### config.mk
export PLATFORM = sky130hd
export DESIGN_NAME = ppf_gauss
export DESIGN_NICKNAME = d
export VERILOG_FILES = /design/src/rtl/ppf_pkg.sv /design/src/rtl/ppf_gauss.sv
export SDC_FILE = /design/constraint.sdc
export NUM_CORES = 2
export LEC_CHECK = 0
export ABC_AREA = 1
export BUFFER_PORTS_ARGS = -buffer_cell sky130_fd_sc_hd__buf_4
export CAP_MARGIN = 30
export CORE_MARGIN = 5
export CORE_UTILIZATION = 45
export CTS_BUF_LIST = sky130_fd_sc_hd__clkbuf_8
export DETAILED_ROUTE_END_ITERATION = 16
export HOLD_SLACK_MARGIN = 0.02
export PLACE_DENSITY = 0.71
export SETUP_SLACK_MARGIN = 0.3
export SLEW_MARGIN = 20
export SYNTH_ARGS = -nofsm -noshare
export SYNTH_HDL_FRONTEND = slang
export SYNTH_SLANG_ARGS = --single-unit
### constraint.sdc
create_clock -name i_clk -period 16.8 [get_ports i_clk]
set_input_delay 0.84 -clock i_clk [delete_from_list [all_inputs] [get_ports i_clk]]
set_output_delay 0.84 -clock i_clk [all_outputs]
set_load 0.05 [all_outputs]
### src/rtl/ppf_pkg.sv
// Package for the preference function unit: shape codes, result select codes,
// shared structs and the exponential tables of the gaussian shape.
// No dependencies.
package ppf_pkg;

    localparam int DATA_W  = 32;            // Q16.16 width of d, q and p
    localparam int SIGMA_W = 31;            // width of the gaussian spread
    localparam int PREF_W  = 17;            // Q0.16 result width
    localparam int QUO_W   = 19;            // quotient bits, below 5.0 in Q.16
    localparam int REM_W   = DATA_W + 1;    // divider partial remainder
    localparam int E_W     = 25;            // Q0.24 values up to 1.0 inclusive
    localparam int CFG_IDX_W = 2;

    localparam logic [PREF_W-1:0] PREF_ONE  = 17'd65536;
    localparam logic [PREF_W-1:0] PREF_HALF = 17'd32768;
    localparam logic [PREF_W-1:0] PREF_ZERO = 17'd0;
    localparam logic [49:0]       RND_Q24   = 50'd8388608;
    localparam logic [E_W-1:0]    ONE_Q24   = 25'd16777216;

    typedef enum logic [2:0] {
        SHAPE_USUAL  = 3'd0,
        SHAPE_U      = 3'd1,
        SHAPE_V      = 3'd2,
        SHAPE_LEVEL  = 3'd3,
        SHAPE_V_IND  = 3'd4,
        SHAPE_GAUSS  = 3'd5
    } t_shape;

    typedef enum logic [CFG_IDX_W-1:0] {
        REG_SHAPE = 2'd0,
        REG_Q     = 2'd1,
        REG_P     = 2'd2,
        REG_SIGMA = 2'd3
    } t_reg_idx;

    typedef enum logic [1:0] {
        SEL_FIXED = 2'd0,
        SEL_RAMP  = 2'd1,
        SEL_GAUSS = 2'd2
    } t_res_sel;

    // Configuration as seen by the datapath.
    typedef struct packed {
        logic [2:0]         shape;
        logic [DATA_W-1:0]  q;
        logic [DATA_W-1:0]  p;
        logic [SIGMA_W-1:0] sigma;
    } t_cfg;

    // Per-item control that travels beside the arithmetic.
    typedef struct packed {
        t_res_sel          sel;
        logic [PREF_W-1:0] fixed;
    } t_side;

    // exp(-n), n = 0..12, Q0.24
    function automatic logic [E_W-1:0] en_lut(input logic [3:0] n);
        logic [E_W-1:0] v;
        unique case (n)
            4'd0:  v = 25'd16777216;
            4'd1:  v = 25'd6171993;
            4'd2:  v = 25'd2270549;
            4'd3:  v = 25'd835288;
            4'd4:  v = 25'd307285;
            4'd5:  v = 25'd113044;
            4'd6:  v = 25'd41587;
            4'd7:  v = 25'd15299;
            4'd8:  v = 25'd5628;
            4'd9:  v = 25'd2070;
            4'd10: v = 25'd762;
            4'd11: v = 25'd280;
            default: v = 25'd103;
        endcase
        return v;
    endfunction

    // exp(-a/16), a = 0..15, Q0.24
    function automatic logic [E_W-1:0] ea_lut(input logic [3:0] a);
        logic [E_W-1:0] v;
        unique case (a)
            4'd0:  v = 25'd16777216;
            4'd1:  v = 25'd15760736;
            4'd2:  v = 25'd14805841;
            4'd3:  v = 25'd13908801;
            4'd4:  v = 25'd13066109;
            4'd5:  v = 25'd12274473;
            4'd6:  v = 25'd11530801;
            4'd7:  v = 25'd10832185;
            4'd8:  v = 25'd10175896;
            4'd9:  v = 25'd9559370;
            4'd10: v = 25'd8980197;
            4'd11: v = 25'd8436114;
            4'd12: v = 25'd7924996;
            4'd13: v = 25'd7444844;
            4'd14: v = 25'd6993784;
            default: v = 25'd6570052;
        endcase
        return v;
    endfunction

    // exp(-b/256), b = 0..15, Q0.24
    function automatic logic [E_W-1:0] eb_lut(input logic [3:0] b);
        logic [E_W-1:0] v;
        unique case (b)
            4'd0:  v = 25'd16777216;
            4'd1:  v = 25'd16711808;
            4'd2:  v = 25'd16646655;
            4'd3:  v = 25'd16581756;
            4'd4:  v = 25'd16517109;
            4'd5:  v = 25'd16452715;
            4'd6:  v = 25'd16388572;
            4'd7:  v = 25'd16324679;
            4'd8:  v = 25'd16261035;
            4'd9:  v = 25'd16197640;
            4'd10: v = 25'd16134491;
            4'd11: v = 25'd16071589;
            4'd12: v = 25'd16008931;
            4'd13: v = 25'd15946518;
            4'd14: v = 25'd15884349;
            default: v = 25'd15822422;
        endcase
        return v;
    endfunction

endpackage

### src/rtl/ppf_gauss.sv
// Gaussian back end: squares the scaled difference and forms exp(-x) from three
// tables and a linear last step, one multiplier per stage. Depends on ppf_pkg.
module ppf_gauss (
    input  logic                        i_clk,
    input  logic                        i_rst_n,
    input  logic                        i_en,
    input  logic                        i_valid,
    input  logic [ppf_pkg::QUO_W-1:0]   i_quo,
    input  ppf_pkg::t_side              i_side,
    output logic                        o_valid,
    output logic [ppf_pkg::E_W-1:0]     o_exp,
    output logic [ppf_pkg::PREF_W-1:0]  o_ramp,
    output ppf_pkg::t_side              o_side
);

    localparam int ST = 4;
    localparam int EW = ppf_pkg::E_W;
    localparam int PW = ppf_pkg::PREF_W;

    logic           r_valid [ST];
    ppf_pkg::t_side r_side  [ST];
    logic [PW-1:0]  r_ramp  [ST];

    logic [19:0]   r_x;
    logic [EW-1:0] r_e1, r_e2, r_e3;
    logic [3:0]    r_b1;
    logic [7:0]    r_t1, r_t2;

    logic [37:0]   n_sq;
    logic [49:0]   n_p1, n_p2, n_p3;
    logic [EW-1:0] n_lin;

    always_comb begin
        n_sq  = 38'(i_quo) * 38'(i_quo);
        n_p1  = 50'(ppf_pkg::en_lut(r_x[19:16])) * 50'(ppf_pkg::ea_lut(r_x[15:12]))
              + ppf_pkg::RND_Q24;
        n_p2  = 50'(r_e1) * 50'(ppf_pkg::eb_lut(r_b1)) + ppf_pkg::RND_Q24;
        n_lin = ppf_pkg::ONE_Q24 - {9'd0, r_t2, 8'd0};
        n_p3  = 50'(r_e2) * 50'(n_lin) + ppf_pkg::RND_Q24;
    end

    always_ff @(posedge i_clk) begin
        if (!i_rst_n) begin
            for (int s = 0; s < ST; s++) r_valid[s] <= 1'b0;
        end else if (i_en) begin
            r_valid[0] <= i_valid;
            for (int s = 1; s < ST; s++) r_valid[s] <= r_valid[s-1];
        end
    end

    always_ff @(posedge i_clk) begin
        if (i_en) begin
            r_side[0] <= i_side;
            r_ramp[0] <= i_quo[PW-1:0];
            for (int s = 1; s < ST; s++) begin
                r_side[s] <= r_side[s-1];
                r_ramp[s] <= r_ramp[s-1];
            end
            // x = r^2 / 2^17 stays below 12.5 in Q.16.
            r_x  <= n_sq[36:17];
            r_e1 <= n_p1[24+EW-1:24];
            r_b1 <= r_x[11:8];
            r_t1 <= r_x[7:0];
            r_e2 <= n_p2[24+EW-1:24];
            r_t2 <= r_t1;
            r_e3 <= n_p3[24+EW-1:24];
        end
    end

    assign o_valid = r_valid[ST-1];
    assign o_exp   = r_e3;
    assign o_ramp  = r_ramp[ST-1];
    assign o_side  = r_side[ST-1];

endmodule

==> flow_metrics.tcl <==
set metrics [dict create \
    outcome "finished clean" \
    area_delta_synth_final_pct 5.914 \
    worst_slew_pin_slew_ns 1.011 \
    drt-pass1-iter-count 5 \
    post-route-util_pct 47.89 \
    dp_cells 11260 \
    grt_usage_pct 22.10 \
    critPathMaxStageDelay_ns 0.56 \
    path_class "flop to flop" \
    start_util_pct 45.21 \
    cts-hold-fix-buffers 0 \
    synth_top_area_share_pct 40.96 \
    cts_resized 0 \
    portBuffers 103 \
    die-area_sq_mm 0.1784 \
    clock_latency_ns 0.77 \
    start_kind "flop" \
    drv_slew 0 \
    skew_ns 0.08792 \
    hp-start "i_side[12]" \
    critPathArrivalTime_ns 8.66 \
    dpl.hpwl_mm 159.6 \
    grt_pass1_wl_mm 319.4 \
    synthesis.area_sq_mm 0.07654 \
    hold_violations 0 \
    synth-seq-cells 331 \
    mostFrequentLayoutCells "inv_1, nand2_1, fa_1" \
    fmax_mhz 122.9 \
    antenna_found_initial 3 \
    yosysWarnings 0 \
    critPathLaunch "r_t2[0]" \
    tns_ns 0 \
    cp.required_ns 17.32 \
    period_minus_slack_ns 8.140 \
    boundaryPins 104 \
    root_buffer "clkbuf_8" \
    chipHeight_um 422.4 \
    netlist_instances 9174 \
    synth_fp_nets 11560 \
    drt-total-wl_mm 193.4 \
    core_area_sq_mm 0.1693 \
    hold_class "input port to flop" \
    finalCritPeriodShare_pct 48.45 \
    crit_slowest_cell "edfxtp_1" \
    cp_max_fo 19 \
    die_w_um 422.4 \
    relSlewSlack_pct 32.53 \
    wl_per_cell_um 17.00 \
    post_cts_buffers 0 \
    layout_commonest_cell "inv_1" \
    synthTopCellsByArea "fa_1, inv_1, ha_1" \
    synthFlopType "edfxtp_1" \
    drive_gt1_share_pct 3.700 \
    clock-sinks 331 \
    worst_path_most_repeated_cell "inv_1" \
    grt_overflow_total 0 \
    ant_nets 0 \
    avgSynthCellArea_sq_um 8.343 \
    crit-reg2reg-launch "r_t2[0]" \
    grt_max_degree 66 \
    synth_edf_count 260 \
    drtIter0Drc 3847 \
    yosys.area.top_type "fa_1" \
    max_cap_violations 0 \
    rsz0062_at_grt "no" \
    place.gp.congestion 0.9122 \
    vias 56910 \
    clk_path_buf_depth 3 \
    stdcell_count 11380 \
    cts_max_level 2 \
    ys_async_sr_fraction_pct 0 \
    cts.clk_slew.worst_paths_ns 0.07 \
    numCtsBuffers 56 \
    synth_cell_types 55 \
    rows 151 \
    drc 0 \
    final-setup-viol-count 0 \
    grt_pass1_vias 61290 \
    drt-vias-per-instance 5.001 \
    synth-seq-area-share_pct 12.06 \
    end_kind "flop" \
    final_nets 11500 \
    cts_tree "built" \
]
## path summary, 6_finish.rpt
path / to / slack, ns / cells after the start
hold / removal: r_side[0][12] / 0.24 / 1
setup / recovery: o_exp[22] / 8.66 / 30
setup reg to reg: o_exp[22] / 8.66 / 30
hold reg to reg: r_ramp[1][12] / 0.38 / 0
## layout make-up
type	count	area, sq um
clock inverters	40	332.8
fillers	16210	88220
multi-input cells	5661	55300
clock buffers	66	908.4
inverters	2856	10720
diodes	2	5.005
flip-flops and latches	331	9230
well taps	2218	2775
repair buffers	207	1792
## critical path, delay by kind of cell, from the launching register on
| kind | cells | cell delay [ns] |
|---|---|---|
| simple gates | 7 | 1.28 |
| flops | 1 | 0.56 |
| buf+inv | 8 | 1.11 |
| fa+ha+maj | 9 | 3.71 |
| compound gates | 5 | 1.05 |
| xor+xnor | 1 | 0.14 |
## synth_stat cells (5+ instances only)
cell type and n:
clkbuf_1 267, nand2_1 2112, dfxtp_1 71, nor2_1 421, o21a_1 18, nand2_2 10
a31oi_1 26, xor2_1 67, buf_1 40, nor2_2 5, nor4_1 12, fa_1 1566
or2_2 10, a21oi_1 213, nand3_1 121, nand4_1 21, buf_2 8, inv_1 2851
o21ai_0 124, o21bai_1 13, nor3_1 31, edfxtp_1 260, a211oi_1 5, a21o_1 16
a21boi_0 10, ha_1 774, and3_1 8, xnor2_1 33
## layer usage
metal | routed length, um | part of all wire [%] | GRT usage (%) | vias to the layer above
met1 | 79720 | 41 | 29.48 | 28330
met4 | 6601 | 3.4 | 6.846 | 2
li1 | - | - | - | 26160
met3 | 14350 | 7.4 | 3.398 | 386
met5 | 13 | 0.0067 | 0 | -
met2 | 92760 | 48 | 37.26 | 2032
## through the flow
step	cell area [sq um]	setup WS [ns]	hold slack [ns]
floorplan	76540	9.991	0.4003
global placement	79390	8.547	0.4002
detailed placement	79600	8.556	0.4045
CTS	80840	8.542	0.1611
global route	81070	8.129	0.1758
finish	81070	8.660	0.2379
## cell families (layout without fill, tap and decap cells)
| family | Yosys count | count (layout) | synth area share, % |
|---|---|---|---|
| buffers and inverters | 3182 | 3169 | 15.70 |
| AND/OR/NAND/NOR | 2769 | 2769 | 14.19 |
| adder cells (fa/ha/maj) | 2340 | 2340 | 53.61 |
| AO/OA/AOI/OAI | 452 | 452 | 3.296 |
| flip-flops | 331 | 331 | 12.06 |
| XOR/XNOR | 100 | 100 | 1.144 |
| other | 0 | 2 | 0 |
Power is left out: the tool's default activity adds up to more than one toggle a clock period on the data nets, which glitch-free logic cannot reach.
