### src/rtl/ppf_pkg.sv
// Package for the preference function unit: shape codes, result select codes,
// shared structs and the exponential tables of the gaussian shape.
// No dependencies.
package ppf_pkg;

    localparam int DATA_W  = 32;            // Q16.16 width of d, q and p
    localparam int SIGMA_W = 31;            // width of the gaussian spread
    localparam int PREF_W  = 17;            // Q0.16 result width
    localparam int QUO_W   = 19;            // quotient bits, below 5.0 in Q.16
    localparam int REM_W   = DATA_W + 1;    // divider partial remainder
    localparam int E_W     = 25;            // Q0.24 values up to 1.0 inclusive
    localparam int CFG_IDX_W = 2;

    localparam logic [PREF_W-1:0] PREF_ONE  = 17'd65536;
    localparam logic [PREF_W-1:0] PREF_HALF = 17'd32768;
    localparam logic [PREF_W-1:0] PREF_ZERO = 17'd0;
    localparam logic [49:0]       RND_Q24   = 50'd8388608;
    localparam logic [E_W-1:0]    ONE_Q24   = 25'd16777216;

    typedef enum logic [2:0] {
        SHAPE_USUAL  = 3'd0,
        SHAPE_U      = 3'd1,
        SHAPE_V      = 3'd2,
        SHAPE_LEVEL  = 3'd3,
        SHAPE_V_IND  = 3'd4,
        SHAPE_GAUSS  = 3'd5
    } t_shape;

    typedef enum logic [CFG_IDX_W-1:0] {
        REG_SHAPE = 2'd0,
        REG_Q     = 2'd1,
        REG_P     = 2'd2,
        REG_SIGMA = 2'd3
    } t_reg_idx;

    typedef enum logic [1:0] {
        SEL_FIXED = 2'd0,
        SEL_RAMP  = 2'd1,
        SEL_GAUSS = 2'd2
    } t_res_sel;

    // Configuration as seen by the datapath.
    typedef struct packed {
        logic [2:0]         shape;
        logic [DATA_W-1:0]  q;
        logic [DATA_W-1:0]  p;
        logic [SIGMA_W-1:0] sigma;
    } t_cfg;

    // Per-item control that travels beside the arithmetic.
    typedef struct packed {
        t_res_sel          sel;
        logic [PREF_W-1:0] fixed;
    } t_side;

    // exp(-n), n = 0..12, Q0.24
    function automatic logic [E_W-1:0] en_lut(input logic [3:0] n);
        logic [E_W-1:0] v;
        unique case (n)
            4'd0:  v = 25'd16777216;
            4'd1:  v = 25'd6171993;
            4'd2:  v = 25'd2270549;
            4'd3:  v = 25'd835288;
            4'd4:  v = 25'd307285;
            4'd5:  v = 25'd113044;
            4'd6:  v = 25'd41587;
            4'd7:  v = 25'd15299;
            4'd8:  v = 25'd5628;
            4'd9:  v = 25'd2070;
            4'd10: v = 25'd762;
            4'd11: v = 25'd280;
            default: v = 25'd103;
        endcase
        return v;
    endfunction

    // exp(-a/16), a = 0..15, Q0.24
    function automatic logic [E_W-1:0] ea_lut(input logic [3:0] a);
        logic [E_W-1:0] v;
        unique case (a)
            4'd0:  v = 25'd16777216;
            4'd1:  v = 25'd15760736;
            4'd2:  v = 25'd14805841;
            4'd3:  v = 25'd13908801;
            4'd4:  v = 25'd13066109;
            4'd5:  v = 25'd12274473;
            4'd6:  v = 25'd11530801;
            4'd7:  v = 25'd10832185;
            4'd8:  v = 25'd10175896;
            4'd9:  v = 25'd9559370;
            4'd10: v = 25'd8980197;
            4'd11: v = 25'd8436114;
            4'd12: v = 25'd7924996;
            4'd13: v = 25'd7444844;
            4'd14: v = 25'd6993784;
            default: v = 25'd6570052;
        endcase
        return v;
    endfunction

    // exp(-b/256), b = 0..15, Q0.24
    function automatic logic [E_W-1:0] eb_lut(input logic [3:0] b);
        logic [E_W-1:0] v;
        unique case (b)
            4'd0:  v = 25'd16777216;
            4'd1:  v = 25'd16711808;
            4'd2:  v = 25'd16646655;
            4'd3:  v = 25'd16581756;
            4'd4:  v = 25'd16517109;
            4'd5:  v = 25'd16452715;
            4'd6:  v = 25'd16388572;
            4'd7:  v = 25'd16324679;
            4'd8:  v = 25'd16261035;
            4'd9:  v = 25'd16197640;
            4'd10: v = 25'd16134491;
            4'd11: v = 25'd16071589;
            4'd12: v = 25'd16008931;
            4'd13: v = 25'd15946518;
            4'd14: v = 25'd15884349;
            default: v = 25'd15822422;
        endcase
        return v;
    endfunction

endpackage

### src/rtl/ppf_divider.sv
// Pipelined restoring divider: one quotient bit per stage of (num * 2^16) / den.
// The quotient is known to stay below 2^19. Depends on ppf_pkg.
module ppf_divider (
    input  logic                        i_clk,
    input  logic                        i_rst_n,
    input  logic                        i_en,
    input  logic                        i_valid,
    input  logic [ppf_pkg::DATA_W-1:0]  i_num,
    input  logic [ppf_pkg::DATA_W-1:0]  i_den,
    input  ppf_pkg::t_side              i_side,
    output logic                        o_valid,
    output logic [ppf_pkg::QUO_W-1:0]   o_quo,
    output ppf_pkg::t_side              o_side
);

    localparam int QW = ppf_pkg::QUO_W;
    localparam int RW = ppf_pkg::REM_W;
    localparam int DW = ppf_pkg::DATA_W;

    logic          r_valid [QW];
    logic [RW-1:0] r_rem   [QW];
    logic [QW-1:0] r_quo   [QW];
    logic [DW-1:0] r_num   [QW];
    logic [DW-1:0] r_den   [QW];
    ppf_pkg::t_side r_side [QW];

    logic [RW-1:0] n_rem [QW];
    logic [QW-1:0] n_quo [QW];

    always_comb begin
        for (int s = 0; s < QW; s++) begin
            logic [RW-1:0] rem_in;
            logic [QW-1:0] quo_in;
            logic [DW-1:0] num_in;
            logic [DW-1:0] den_in;
            logic [RW-1:0] rem2;
            logic          dbit;
            int            k;
            k = QW - 1 - s;
            if (s == 0) begin
                rem_in = {4'b0000, i_num[DW-1:3]};
                quo_in = '0;
                num_in = i_num;
                den_in = i_den;
            end else begin
                rem_in = r_rem[s-1];
                quo_in = r_quo[s-1];
                num_in = r_num[s-1];
                den_in = r_den[s-1];
            end
            // Dividend bits 16 and up come from the low bits of num; the rest are zero.
            dbit = (k >= 16) ? num_in[k-16] : 1'b0;
            rem2 = {rem_in[RW-2:0], dbit};
            if (rem2 >= {1'b0, den_in}) begin
                n_rem[s] = rem2 - {1'b0, den_in};
                n_quo[s] = {quo_in[QW-2:0], 1'b1};
            end else begin
                n_rem[s] = rem2;
                n_quo[s] = {quo_in[QW-2:0], 1'b0};
            end
        end
    end

    always_ff @(posedge i_clk) begin
        if (!i_rst_n) begin
            for (int s = 0; s < QW; s++) r_valid[s] <= 1'b0;
        end else if (i_en) begin
            r_valid[0] <= i_valid;
            for (int s = 1; s < QW; s++) r_valid[s] <= r_valid[s-1];
        end
    end

    always_ff @(posedge i_clk) begin
        if (i_en) begin
            for (int s = 0; s < QW; s++) begin
                r_rem[s] <= n_rem[s];
                r_quo[s] <= n_quo[s];
            end
            r_num[0]  <= i_num;
            r_den[0]  <= i_den;
            r_side[0] <= i_side;
            for (int s = 1; s < QW; s++) begin
                r_num[s]  <= r_num[s-1];
                r_den[s]  <= r_den[s-1];
                r_side[s] <= r_side[s-1];
            end
        end
    end

    assign o_valid = r_valid[QW-1];
    assign o_quo   = r_quo[QW-1];
    assign o_side  = r_side[QW-1];

endmodule

### config.mk
export PLATFORM = sky130hd
export DESIGN_NAME = ppf_divider
export DESIGN_NICKNAME = d
export VERILOG_FILES = /design/src/rtl/ppf_pkg.sv /design/src/rtl/ppf_divider.sv
export SDC_FILE = /design/constraint.sdc
export NUM_CORES = 2
export LEC_CHECK = 0
export BUFFER_PORTS_ARGS = -buffer_cell sky130_fd_sc_hd__clkbuf_2
export CORE_MARGIN = 2
export CORE_UTILIZATION = 40
export DETAILED_ROUTE_END_ITERATION = 16
export GPL_TIMING_DRIVEN = 0
export PLACE_DENSITY = 0.64
export SLEW_MARGIN = 5
export SYNTH_ARGS = -nofsm -noshare
export SYNTH_HDL_FRONTEND = slang
export SYNTH_SLANG_ARGS = --single-unit
export TNS_END_PERCENT = 50
### constraint.sdc
create_clock -name i_clk -period 4.9 [get_ports i_clk]
set_input_delay 0.49 -clock i_clk [delete_from_list [all_inputs] [get_ports i_clk]]
set_output_delay 0.49 -clock i_clk [all_outputs]
set_load 0.005 [all_outputs]
==> metrics.yaml <==
run_status:
  outcome: "finished, final reports clean"
grt:
  grt_max_degree: 119
  grt-ovfl-total: 0
  grtUsageTotal: 0.170
  grt_pass1_vias: 60400
  grt_pass1_wl_um: 313000
  antenna_found_initial: 0
drt:
  vias: 57900
  drt.antenna.violating_nets: 0
  dr.pass1.iters: 8
  drt_iter0_drc: 2827
  wl_per_cell_um: 17.9
  vias_per_cell: 5.22
  wl_um: 198000
  drc_errors: 0
worst_setup_path:
  crit_fanout: 10
  crit_required_ns: 5.45
  critPathMaxStageDelay_ns: 0.71
  critPathArrivalTime_ns: 5.35
  criticalPathCategory: "reg2reg"
  crit_top_cell: "o31a_1"
  reg2reg_slack_ns: 0.09
  crit_chain: "inv_1 -> ha_1 -> nor2b_1 -> o31a_1 -> o31ai_1 -> a211oi_1 -> o31a_1 -> o21ai_1 -> o211ai_1 -> a41oi_1 -> clkbuf_1 -> o21ai_0"
  slowest_stage: "clkbuf_1"
  end_kind: "flop"
  critPathBufInv: 2
  critPathLaunchType: "flop"
  crit_family: "compound AO/OA/AOI/OAI gates"
logic_synthesis:
  synth_cell_type_count: 100
  synth_area_um2: 90800
  ys_ff_latch: 1725
  yosysTopAreaCellShare: 0.565
  yosysMostFrequentCell: "edfxtp_1"
  synthCells: 7510
  synth-main-ff-cell: "edfxtp_1"
  syn_area_per_cell_um2: 12.1
  yosys.area.top_type: "edfxtp_1"
  ys_top_cells_by_area: "edfxtp_1 (56%), ha_1 (8.3%), mux2_2 (3.4%), a21oi_1 (3.3%), inv_1 (3.2%)"
  yosys-top-cells-count: "edfxtp_1 (1,708), inv_1 (778), ha_1 (605)"
  yosysWarnings: 0
  synthArstFlopShare: 0
  synth_edf_count: 1708
  syn_nets: 8220
  seq_area_frac_synth: 0.569
clock_network:
  cts_buffers: 193
  cts-root-buf: "clkbuf_16"
  cts_max_level: 4
  clockBufferDepth: 3
  cts_num_sinks: 1725
  cts.clk_slew.worst_paths_ns: 0.06
  clock_latency_ns: 0.86
  cts_tree: "yes"
placed_design:
  dp.cells: 10600
  hpwlAfterDp_um: 150000
  io_buffer_count: 124
  gp_congestion: 1.01
power:
  peakVddDrop_mv: 0.380
  power.leakage_nw: 41.3
  powerDensity_nw_per_um2: 640
timing:
  setup-tns-final_ns: 0
  worst_slew_pin_slew_ns: 1.39
  clock_skew_ns: 0.0565
  fin_crit_ns: 4.81
  max_freq_mhz: 208
  finalHoldViolCount: 0
  max-slew-margin-rel: 0.0487
  finalSetupViolations: 0
  finalCritPeriodShare: 0.981
  slew_viol_final: 0
floorplan:
  die_w_um: 480
  core_um2: 225000
  ios: 126
  die_h_um: 480
  rows: 174
  initial_core_util: 0.403
  dieArea_um2: 231000
hold_path:
  hold_path.class: "in2reg"
final_layout:
  stdcell_count: 11100
  antenna_cells: 0
  final_nets: 8644
  num-fill-cells: 20000
  syn2layout_area_growth_pct: 13.5
  drive_gt1_frac: 0.109
run:
  drv_cap: 0
[what timing repair did]
item | CTS | global route
hold endpoints to repair | 84 | 0
endpoints found under the setup margin | 75 | 78
hold buffers | 84 | 0
gates resized for setup | 6 | 4
pin swaps | 2 | 2
setup buffers | 0 | 3
cloned | 0 | 0
[sequential cells by signal, summed over array words and instances, names as in the netlist]
register	cells
r_den	576
r_num	3
r_quo	190
r_rem	576
r_side	361
r_valid	19
[path summary, 6_finish.rpt]
| kind | start | to | cells past startpoint |
|---|---|---|---|
| hold / removal | i_rst_n | r_valid[16]$_DFF_P_ | 2 |
| hold reg to reg | r_side[12][9]$_DFFE_PP_ | r_side[13][9]$_DFFE_PP_ | 0 |
| setup reg to reg | r_den[11][1]$_DFFE_PP_ | r_rem[12][29]$_DFFE_PP_ | 12 |
| setup / recovery | r_den[11][1]$_DFFE_PP_ | r_rem[12][29]$_DFFE_PP_ | 12 |
[worst reg2reg max path, cell delays in order, from the launching register on]
cell and delay [ns]:
edfxtp_1 0.40, inv_1 0.06, ha_1 0.31, nor2b_1 0.15, o31a_1 0.30, o31ai_1 0.49, a211oi_1 0.26, o31a_1 0.39
o21ai_1 0.37, o211ai_1 0.17, a41oi_1 0.66, clkbuf_1 0.71, o21ai_0 0.25
[cells by family after synthesis]
| kind of cell | after synthesis | synth area share |
|---|---|---|
| buf+inv | 943 | 0.0403 |
| compound gates | 1829 | 0.129 |
| simple gates | 1555 | 0.0824 |
| mux | 373 | 0.0476 |
| fa+ha+maj | 623 | 0.0873 |
| xor+xnor | 462 | 0.0446 |
| flops | 1725 | 0.569 |
[power breakdown]
part	switching, mW	leakage, nW	internal (mW)
logic	16.3	21.4	12.6
registers	1.56	16.8	21.0
clock network	5.92	3.09	8.52
[through the flow]
step | hold slack [ns] | total power [mW] | setup slack (ns) | instance area [µm²] | utilization
2_1_floorplan | 0.400 | 43.7 | 1.43 | 90800 | -
3_3_place_gp | 0.400 | 51.9 | -26.93 | 95200 | 0.422
3_5_place_dp | 0.405 | 51.3 | -0.380 | 95700 | 0.425
4_1_cts | 0.00474 | 66.3 | -0.0215 | 103000 | 0.457
5_1_grt | 0.0856 | 70.2 | -0.0121 | 103000 | 0.457
6_report | 0.0918 | 65.9 | 0.0928 | 103000 | 0.457
[per-layer routing]
| metal | wire length [µm] | GRT usage | up-vias |
|---|---|---|---|
| met5 | 0 | 0 | - |
| met4 | 14700 | 0.117 | 0 |
| li1 | - | - | 28600 |
| met3 | 5760 | 0.0234 | 617 |
| met1 | 68000 | 0.153 | 27500 |
| met2 | 109000 | 0.342 | 1204 |
[cell type report]
cell class | instances | area, µm² | area share
Buffer | 161 | 731 | 0.00709
Clock buffer | 227 | 5040 | 0.0490
Clock inverter | 129 | 1360 | 0.0132
Inverter | 782 | 2940 | 0.0285
Multi-Input combinational cell | 4842 | 35600 | 0.345
Sequential cell | 1725 | 51600 | 0.501
Tap cell | 2992 | 3740 | 0.0363
Timing Repair Buffer | 229 | 2000 | 0.0194
[cell usage in the layout, fill, tap and decap left out, types with 166 or more instances in the layout]
master,instances
o21ai_0,345
mux2_2,278
xnor2_1,296
nor2_1,460
a21o_1,283
xor2_1,166
a21oi_1,592
clkbuf_16,197
inv_1,778
edfxtp_1,1708
ha_1,605
nand2_1,381
Power figures use the tool's default switching activity.
