## src/rtl/ppf_pkg.sv

```systemverilog
// Package for the preference function unit: shape codes, result select codes,
// shared structs and the exponential tables of the gaussian shape.
// No dependencies.
package ppf_pkg;

    localparam int DATA_W  = 32;            // Q16.16 width of d, q and p
    localparam int SIGMA_W = 31;            // width of the gaussian spread
    localparam int PREF_W  = 17;            // Q0.16 result width
    localparam int QUO_W   = 19;            // quotient bits, below 5.0 in Q.16
    localparam int REM_W   = DATA_W + 1;    // divider partial remainder
    localparam int E_W     = 25;            // Q0.24 values up to 1.0 inclusive
    localparam int CFG_IDX_W = 2;

    localparam logic [PREF_W-1:0] PREF_ONE  = 17'd65536;
    localparam logic [PREF_W-1:0] PREF_HALF = 17'd32768;
    localparam logic [PREF_W-1:0] PREF_ZERO = 17'd0;
    localparam logic [49:0]       RND_Q24   = 50'd8388608;
    localparam logic [E_W-1:0]    ONE_Q24   = 25'd16777216;

    typedef enum logic [2:0] {
        SHAPE_USUAL  = 3'd0,
        SHAPE_U      = 3'd1,
        SHAPE_V      = 3'd2,
        SHAPE_LEVEL  = 3'd3,
        SHAPE_V_IND  = 3'd4,
        SHAPE_GAUSS  = 3'd5
    } t_shape;

    typedef enum logic [CFG_IDX_W-1:0] {
        REG_SHAPE = 2'd0,
        REG_Q     = 2'd1,
        REG_P     = 2'd2,
        REG_SIGMA = 2'd3
    } t_reg_idx;

    typedef enum logic [1:0] {
        SEL_FIXED = 2'd0,
        SEL_RAMP  = 2'd1,
        SEL_GAUSS = 2'd2
    } t_res_sel;

    // Configuration as seen by the datapath.
    typedef struct packed {
        logic [2:0]         shape;
        logic [DATA_W-1:0]  q;
        logic [DATA_W-1:0]  p;
        logic [SIGMA_W-1:0] sigma;
    } t_cfg;

    // Per-item control that travels beside the arithmetic.
    typedef struct packed {
        t_res_sel          sel;
        logic [PREF_W-1:0] fixed;
    } t_side;

    // exp(-n), n = 0..12, Q0.24
    function automatic logic [E_W-1:0] en_lut(input logic [3:0] n);
        logic [E_W-1:0] v;
        unique case (n)
            4'd0:  v = 25'd16777216;
            4'd1:  v = 25'd6171993;
            4'd2:  v = 25'd2270549;
            4'd3:  v = 25'd835288;
            4'd4:  v = 25'd307285;
            4'd5:  v = 25'd113044;
            4'd6:  v = 25'd41587;
            4'd7:  v = 25'd15299;
            4'd8:  v = 25'd5628;
            4'd9:  v = 25'd2070;
            4'd10: v = 25'd762;
            4'd11: v = 25'd280;
            default: v = 25'd103;
        endcase
        return v;
    endfunction

    // exp(-a/16), a = 0..15, Q0.24
    function automatic logic [E_W-1:0] ea_lut(input logic [3:0] a);
        logic [E_W-1:0] v;
        unique case (a)
            4'd0:  v = 25'd16777216;
            4'd1:  v = 25'd15760736;
            4'd2:  v = 25'd14805841;
            4'd3:  v = 25'd13908801;
            4'd4:  v = 25'd13066109;
            4'd5:  v = 25'd12274473;
            4'd6:  v = 25'd11530801;
            4'd7:  v = 25'd10832185;
            4'd8:  v = 25'd10175896;
            4'd9:  v = 25'd9559370;
            4'd10: v = 25'd8980197;
            4'd11: v = 25'd8436114;
            4'd12: v = 25'd7924996;
            4'd13: v = 25'd7444844;
            4'd14: v = 25'd6993784;
            default: v = 25'd6570052;
        endcase
        return v;
    endfunction

    // exp(-b/256), b = 0..15, Q0.24
    function automatic logic [E_W-1:0] eb_lut(input logic [3:0] b);
        logic [E_W-1:0] v;
        unique case (b)
            4'd0:  v = 25'd16777216;
            4'd1:  v = 25'd16711808;
            4'd2:  v = 25'd16646655;
            4'd3:  v = 25'd16581756;
            4'd4:  v = 25'd16517109;
            4'd5:  v = 25'd16452715;
            4'd6:  v = 25'd16388572;
            4'd7:  v = 25'd16324679;
            4'd8:  v = 25'd16261035;
            4'd9:  v = 25'd16197640;
            4'd10: v = 25'd16134491;
            4'd11: v = 25'd16071589;
            4'd12: v = 25'd16008931;
            4'd13: v = 25'd15946518;
            4'd14: v = 25'd15884349;
            default: v = 25'd15822422;
        endcase
        return v;
    endfunction

endpackage

```

## src/rtl/ppf_front.sv

```systemverilog
// Front stage: threshold compares, shape decode and divider operand setup.
// Depends on ppf_pkg.
module ppf_front (
    input  logic                        i_clk,
    input  logic                        i_rst_n,
    input  logic                        i_en,
    input  logic                        i_valid,
    input  logic [ppf_pkg::DATA_W-1:0]  i_d,
    input  ppf_pkg::t_cfg               i_cfg,
    output logic                        o_valid,
    output logic [ppf_pkg::DATA_W-1:0]  o_num,
    output logic [ppf_pkg::DATA_W-1:0]  o_den,
    output ppf_pkg::t_side              o_side
);

    logic                       r_valid;
    logic [ppf_pkg::DATA_W-1:0] r_num, n_num;
    logic [ppf_pkg::DATA_W-1:0] r_den, n_den;
    ppf_pkg::t_side             r_side, n_side;

    logic              le_zero, le_q, le_p, ge_5s;
    logic [ppf_pkg::DATA_W:0]   d_minus_q, p_minus_q;
    logic [ppf_pkg::DATA_W+1:0] sigma5;

    always_comb begin
        le_zero   = $signed(i_d) <= 0;
        le_q      = $signed(i_d) <= $signed(i_cfg.q);
        le_p      = $signed(i_d) <= $signed(i_cfg.p);
        sigma5    = {3'b000, i_cfg.sigma} + {1'b0, i_cfg.sigma, 2'b00};
        ge_5s     = {2'b00, i_d} >= sigma5;
        d_minus_q = {i_d[ppf_pkg::DATA_W-1], i_d} - {i_cfg.q[ppf_pkg::DATA_W-1], i_cfg.q};
        p_minus_q = {i_cfg.p[ppf_pkg::DATA_W-1], i_cfg.p}
                  - {i_cfg.q[ppf_pkg::DATA_W-1], i_cfg.q};
    end

    always_comb begin
        n_side.sel   = ppf_pkg::SEL_FIXED;
        n_side.fixed = ppf_pkg::PREF_ZERO;
        n_num        = i_d;
        n_den        = {1'b0, i_cfg.sigma};
        unique case (i_cfg.shape)
            ppf_pkg::SHAPE_USUAL: begin
                n_side.fixed = le_zero ? ppf_pkg::PREF_ZERO : ppf_pkg::PREF_ONE;
            end
            ppf_pkg::SHAPE_U: begin
                n_side.fixed = le_q ? ppf_pkg::PREF_ZERO : ppf_pkg::PREF_ONE;
            end
            ppf_pkg::SHAPE_V: begin
                n_den = i_cfg.p;
                priority if (le_zero) n_side.fixed = ppf_pkg::PREF_ZERO;
                else if (le_p)        n_side.sel   = ppf_pkg::SEL_RAMP;
                else                  n_side.fixed = ppf_pkg::PREF_ONE;
            end
            ppf_pkg::SHAPE_LEVEL: begin
                priority if (le_q) n_side.fixed = ppf_pkg::PREF_ZERO;
                else if (le_p)     n_side.fixed = ppf_pkg::PREF_HALF;
                else               n_side.fixed = ppf_pkg::PREF_ONE;
            end
            ppf_pkg::SHAPE_V_IND: begin
                n_num = d_minus_q[ppf_pkg::DATA_W-1:0];
                n_den = p_minus_q[ppf_pkg::DATA_W-1:0];
                priority if (le_q) n_side.fixed = ppf_pkg::PREF_ZERO;
                else if (le_p)     n_side.sel   = ppf_pkg::SEL_RAMP;
                else               n_side.fixed = ppf_pkg::PREF_ONE;
            end
            ppf_pkg::SHAPE_GAUSS: begin
                // A zero spread falls into the saturated branch for any d above zero.
                priority if (le_zero) n_side.fixed = ppf_pkg::PREF_ZERO;
                else if (ge_5s)       n_side.fixed = ppf_pkg::PREF_ONE;
                else                  n_side.sel   = ppf_pkg::SEL_GAUSS;
            end
            default: begin
                n_side.fixed = ppf_pkg::PREF_ZERO;
            end
        endcase
    end

    always_ff @(posedge i_clk) begin
        if (!i_rst_n) begin
            r_valid <= 1'b0;
        end else if (i_en) begin
            r_valid <= i_valid;
        end
    end

    always_ff @(posedge i_clk) begin
        if (i_en) begin
            r_num  <= n_num;
            r_den  <= n_den;
            r_side <= n_side;
        end
    end

    assign o_valid = r_valid;
    assign o_num   = r_num;
    assign o_den   = r_den;
    assign o_side  = r_side;

endmodule

```

## config.mk

```make
export PLATFORM = sky130hd
export DESIGN_NAME = ppf_front
export DESIGN_NICKNAME = d
export VERILOG_FILES = /design/src/rtl/ppf_pkg.sv /design/src/rtl/ppf_front.sv
export SDC_FILE = /design/constraint.sdc
export NUM_CORES = 1
export LEC_CHECK = 0
export BUFFER_PORTS_ARGS = -buffer_cell sky130_fd_sc_hd__buf_4
export CAP_MARGIN = 25
export CORE_MARGIN = 8
export CORE_UTILIZATION = 40
export DETAILED_ROUTE_END_ITERATION = 12
export GPL_TIMING_DRIVEN = 0
export RECOVER_POWER = 100
export SETUP_SLACK_MARGIN = 0.4
export SLEW_MARGIN = 20
export SYNTH_ARGS = -nofsm -noshare
export SYNTH_HDL_FRONTEND = slang
export SYNTH_SLANG_ARGS = --single-unit
```

## constraint.sdc

```tcl
create_clock -name i_clk -period 6.14 [get_ports i_clk]
set_input_delay 0.614 -clock i_clk [delete_from_list [all_inputs] [get_ports i_clk]]
set_output_delay 0.614 -clock i_clk [all_outputs]
set_load 0.005 [all_outputs]
```

==> flow_metrics.env, run 1 <==
export IMPL_reg2reg_from="o_valid$_SDFFE_PN0P_"
export IMPL_hpwl_mm=28.85
export IMPL_dp_cells=1679
export IMPL_postSynthAreaPerCell_um2=8.285
export IMPL_critPathCaptureType="flop"
export IMPL_min_path_type="in2reg"
export IMPL_setup_viol=0
export IMPL_grt_pass1_wl_mm=52.99
export IMPL_maxCapViolCount=1
export IMPL_ir_worst_vdd_mv=0.09603
export IMPL_clock_skew_ns=0
export IMPL_cts_made_buffers=9
export IMPL_path_class="in2reg"
export IMPL_grt_pass1_vias=9551
export IMPL_grt_total_usage_pct=23.77
export IMPL_muxShareOfSynthArea_pct=0.5809
export IMPL_totalWireLength_mm=35.13
export IMPL_synth_top_area_share_pct=21.54
export IMPL_grt_max_degree=70
export IMPL_finalHoldViolCount=0
export IMPL_rsz0062_at_grt="false"
export IMPL_yosysTopAreaCell="edfxtp_1"
export IMPL_r2r_end="o_valid$_SDFFE_PN0P_"
export IMPL_power_uw=2120
export IMPL_top_level_ports=218
export IMPL_drv_slew=70
export IMPL_worstPathArrival_ns=5.72
export IMPL_io_buffer_count=202
export IMPL_dp_slack_ns=0.1967
export IMPL_post_cts_buffers=0
export IMPL_die_h_um=169.9
export IMPL_final_common_cell="ha_1"
export IMPL_final_cell_mix="ha_1, buf_4, o21ai_0"
export IMPL_synth_compound_area_share_pct=27.74
export IMPL_die_w_um=169.9
export IMPL_violations="max-capacitance violations, max-slew violations"
export IMPL_drtIter0Drc=946
export IMPL_min_period_ns=5.614
export IMPL_syn_inst=1144
export IMPL_die_area_um2=28880
export IMPL_viasPerCell=5.740
export IMPL_reg2reg_depth=2
export IMPL_p_leak_uw=0.005432
export IMPL_holdCritStartpoint="i_rst_n"
export IMPL_period_share_pct=91.43
export IMPL_synth_fa_ha_area_share_pct=21.23
export IMPL_num_rows=56
export IMPL_num_vias=9735
export IMPL_grt_overflow=0
export IMPL_worst_pin_slew_ns=4.024
export IMPL_synthDistinctLibCells=77
export IMPL_yosysSeqAreaShare_pct=21.76
export IMPL_synth_edf_count=68
export IMPL_cts_tree="built"
export IMPL_htreeDepth=3
export IMPL_firstDrtPassIters=6
export IMPL_synth_top_family_by_area="compound AO/OA/AOI/OAI gates"
export IMPL_setup_tns_ns=0
export IMPL_cts_reportedPaths_clkPinSlew_ns=0.06
export IMPL_ys_seq_elements=69
export IMPL_layoutNonFillerInstCount=1696
export IMPL_pwr_density_cell_nw_per_um2=182.0
export IMPL_synth_area_top_cells="edfxtp_1, ha_1, o21ai_0"
export IMPL_crit_path_start_kind="primary input"
export IMPL_routedWlPerCell_um=20.71
export IMPL_cts_root_buf="clkbuf_16"
export IMPL_clock_path_buffers=2
export IMPL_cts_sinks=69
export IMPL_required_ns=6.24
export IMPL_drive_gt1_share_pct=16.28
export IMPL_hold_depth=2
export IMPL_drcViolationCount=0
export IMPL_worstHoldEndpoint="o_valid$_SDFFE_PN0P_"
export IMPL_drt_antenna_violating_nets=0
export IMPL_netlist_area_um2=9478
export IMPL_start_util_pct=40.50
export IMPL_synth_xor_area_share_pct=6.653
export IMPL_max_freq_mhz=178.1
export IMPL_worst_path_max_fanout=6
export IMPL_slew_limit_headroom_pct=-168.2
export IMPL_ys_flop_type="edfxtp_1"
export IMPL_status="finished, violations left"
export IMPL_nFillCells=2386
export IMPL_antenna_found_initial=1
export IMPL_worst_slack_ns=0.5263
export IMPL_hold_ws_ns=0.4779
export IMPL_reg2reg_slack_ns=5.48
export IMPL_core_area_um2=23400
export IMPL_place_congestion=0.9612
export IMPL_synthToLayoutAreaGrowth_pct=22.89
export IMPL_fin_nets=1664
export IMPL_ys_async_sr_fraction_pct=0
export IMPL_synthSimpleGateAreaFrac_pct=15.83
export IMPL_yosys_warnings=0
export IMPL_clock_latency_ns=0.35
## report_power, final
group	total [µW]	switching, µW	internal [µW]
logic	978	559	419
registers	589	11.7	578
clock network	553	227	325
total	2120	798	1320
## how the worst max path moves through the flow
stage,startpoint,to,cells after the start
after floorplan,i_cfg[11],o_side[16]$_DFFE_PP_,20
after global placement,i_cfg[11],o_side[16]$_DFFE_PP_,21
after detailed placement,i_cfg[6],o_side[16]$_DFFE_PP_,21
after CTS,i_cfg[6],o_side[16]$_DFFE_PP_,21
after global routing,i_cfg[6],o_side[16]$_DFFE_PP_,21
final,i_cfg[6],o_side[16]$_DFFE_PP_,21
## cells by family (layout without fill, tap and decap cells)
kind of cell,count (synthesis),in the layout
compound gates,395,395
simple gates,302,302
fa+ha+maj,159,159
buf+inv,141,359
xor+xnor,72,72
flops,69,69
mux,5,5
other cells,1,16
## state kept, by name, indices dropped and copies added (netlist names)
name     cells
o_num       32
o_den       32
o_valid      1
o_side       4
## per-layer routing
layer  up-vias  track usage [%]  share of wire, %
li1       4755                -                 -
met3        53            3.360               7.5
met5         -                0                 0
met1      4506            32.84                46
met4         0            9.497               3.1
met2       421            36.76                43
## worst max-delay path, cell delays in order
cell,delay [ns]
buf_4,0.13
ha_1,0.35
a2111oi_1,0.43
o21ai_1,0.19
a41oi_1,0.45
o31ai_1,0.23
a32oi_2,0.35
o21ai_1,0.14
a31o_1,0.21
a21oi_1,0.17
xor2_1,0.26
ha_1,0.34
and4_1,0.20
o31a_1,0.29
o211ai_1,0.16
a21boi_0,0.13
o41ai_2,0.32
a21oi_1,0.14
o2111ai_1,0.23
a31oi_1,0.15
a31o_2,0.25
## metrics by stage
| step | instance area, µm² | util [%] |
|---|---|---|
| 2_1_floorplan | 9530 | - |
| 3_3_place_gp | 11450 | 48.91 |
| 3_5_place_dp | 11450 | 48.91 |
| 4_1_cts | 11740 | 50.17 |
| 5_1_grt | 11650 | 49.77 |
| 6_report | 11650 | 49.77 |
## cells in the mapped netlist, types with 10 or more instances
cell type	count
nor2_1	57
ha_1	156
a21oi_1	79
clkbuf_1	27
o21bai_1	12
nor2b_1	18
nor4_1	12
nand4_1	26
and3_1	10
edfxtp_1	68
o31ai_1	13
o21ai_1	11
nor3_1	25
inv_1	96
nand3_1	22
buf_4	15
a22oi_1	25
xor2_1	40
a211oi_1	12
nand2b_1	16
o21a_1	14
a21o_1	40
nand2_1	89
o21ai_0	98
o211ai_1	10
xnor2_1	32
## final cells by class
class	count	area, µm²	area share, %
tap	319	399.1	3.427
buffer	45	225.2	1.934
clock inverter	4	47.55	0.4082
sequential	69	2062	17.70
multi-input combinational	948	6870	58.99
clock buffer	12	246.5	2.116
inverter	96	360.3	3.094
antenna	1	2.502	0.02148
timing repair buffer	202	1434	12.31
## repair_timing
action,4_1_cts,5_1_grt
resized for setup,0,3
hold buffers,0,0
endpoints found under the setup margin,0,2
Note: power is estimated with default switching activity, not from simulation.
==> run 2: changes to the inputs <==
- clock period: 6.14 -> 5 ns (I/O delays scaled with it)
==> flow_metrics.env, run 2 (synthesized netlist as in run 1, its figures left out) <==
export IMPL_max_freq_mhz=210.8
export IMPL_critPathCaptureType="flop"
export IMPL_cts_tree="built"
export IMPL_place_congestion=0.9577
export IMPL_io_buffer_count=202
export IMPL_nFillCells=2352
export IMPL_cts_reportedPaths_clkPinSlew_ns=0.06
export IMPL_rsz0062_at_grt="true"
export IMPL_min_period_ns=4.745
export IMPL_reg2reg_depth=2
export IMPL_fin_nets=1686
export IMPL_holdCritStartpoint="i_rst_n"
export IMPL_drv_slew=70
export IMPL_grt_max_degree=70
export IMPL_die_h_um=169.9
export IMPL_totalWireLength_mm=35.63
export IMPL_hold_depth=2
export IMPL_path_class="in2reg"
export IMPL_drt_antenna_violating_nets=0
export IMPL_grt_pass1_vias=9557
export IMPL_setup_viol=0
export IMPL_grt_total_usage_pct=23.85
export IMPL_placed_area_um2=11470
export IMPL_drive_gt1_share_pct=20.46
export IMPL_die_area_um2=28880
export IMPL_worstPathArrival_ns=4.85
export IMPL_pwr_density_cell_nw_per_um2=221.5
export IMPL_num_vias=9817
export IMPL_grt_overflow=0
export IMPL_clock_path_buffers=2
export IMPL_ff_latch_area_um2=2062
export IMPL_hpwl_mm=28.68
export IMPL_worstHoldEndpoint="o_valid$_SDFFE_PN0P_"
export IMPL_routedWlPerCell_um=20.74
export IMPL_firstDrtPassIters=5
export IMPL_worst_slack_ns=0.2553
export IMPL_slew_limit_headroom_pct=-163.0
export IMPL_maxCapViolCount=1
export IMPL_required_ns=5.11
export IMPL_start_util_pct=40.50
export IMPL_p_leak_uw=0.005597
export IMPL_finalHoldViolCount=0
export IMPL_period_share_pct=94.89
export IMPL_worst_pin_slew_ns=3.944
export IMPL_final_cell_mix="buf_4, ha_1, o21ai_0"
export IMPL_cts_sinks=69
export IMPL_multi_input_area_um2=7149
export IMPL_cts_made_buffers=9
export IMPL_cts_root_buf="clkbuf_16"
export IMPL_violations="max-capacitance violations, max-slew violations"
export IMPL_drtIter0Drc=750
export IMPL_min_path_type="in2reg"
export IMPL_final_common_cell="buf_4"
export IMPL_drcViolationCount=0
export IMPL_clock_latency_ns=0.35
export IMPL_power_uw=2692
export IMPL_worst_path_max_fanout=4
export IMPL_r2r_end="o_valid$_SDFFE_PN0P_"
export IMPL_critPathSlowestCell="a221oi_4"
export IMPL_slowest_delay_ns=0.31
export IMPL_reg2reg_slack_ns=4.33
export IMPL_die_w_um=169.9
export IMPL_ir_worst_vdd_mv=0.1497
export IMPL_htreeDepth=3
export IMPL_crit_path_start_kind="primary input"
export IMPL_synthToLayoutAreaGrowth_pct=28.21
export IMPL_viasPerCell=5.714
export IMPL_status="finished, violations left"
export IMPL_num_rows=56
export IMPL_core_area_um2=23400
export IMPL_clock_skew_ns=0
export IMPL_antenna_found_initial=2
export IMPL_path_common_cell="buf_6"
export IMPL_fin_area_um2=12150
export IMPL_utilization_pct=51.92
export IMPL_top_level_ports=218
export IMPL_grt_pass1_wl_mm=53.12
export IMPL_dp_slack_ns=-0.6738
export IMPL_reg2reg_from="o_valid$_SDFFE_PN0P_"
[run 2: power breakdown]
part / internal (µW) / total, µW / switching (µW)
clock network: 399 / 667 / 268
logic: 578 / 1300 / 722
registers: 709 / 724 / 15.0
total: 1690 / 2690 / 1010
[run 2: stage by stage]
stage          hold slack, ns  std cells  TNS, ns
2_1_floorplan          0.5073       1158        0
3_3_place_gp           0.4993       1679   -1.212
3_5_place_dp           0.5231       1679   -1.179
4_1_cts                0.3660       1714        0
5_1_grt                0.3774       1718        0
6_report               0.3639       1718        0
[run 2: per-layer routing]
| layer | GRT usage (%) | part of all wire, % | up-vias |
|---|---|---|---|
| met4 | 9.077 | 3.1 | 2 |
| met2 | 37.20 | 44 | 444 |
| li1 | - | - | 4790 |
| met5 | 0 | 0.045 | - |
| met1 | 32.09 | 45 | 4523 |
| met3 | 4.680 | 8.6 | 58 |
[run 2: how the worst max path moves through the flow]
stage | start | to | slack, ns | depth (start not counted)
floorplan | i_cfg[6] | o_side[16]$_DFFE_PP_ | 0.41 | 20
global placement | i_cfg[6] | o_side[16]$_DFFE_PP_ | -0.69 | 21
detailed placement | i_cfg[0] | o_side[16]$_DFFE_PP_ | -0.67 | 23
CTS | i_cfg[14] | o_side[16]$_DFFE_PP_ | 0.14 | 21
global route | i_cfg[12] | o_side[16]$_DFFE_PP_ | 0.11 | 29
finish | i_cfg[12] | o_side[16]$_DFFE_PP_ | 0.26 | 29
[run 2: area by class of cell]
type	instances	share of cell area [%]
clock inverters	4	0.3913
diodes	1	0.02059
well taps	319	3.285
inverters	96	2.965
multi-input cells	948	58.83
clock buffers	12	2.028
flip-flops and latches	69	16.97
repair buffers	224	13.65
plain buffers	45	1.853
[run 2: worst max-delay path, delay by kind of cell]
family	cells	cell delay [ns]
compound gates	12	2.11
buf+inv	12	1.35
fa+ha+maj	2	0.54
xor+xnor	1	0.18
simple gates	2	0.16
[run 2: repair_timing]
action	4_1_cts	5_1_grt
setup buffers	19	3
hold buffers	0	0
endpoints found under the hold margin	0	0
pin swaps	26	26
gates resized for setup	31	27
endpoints found under the setup margin	2	2
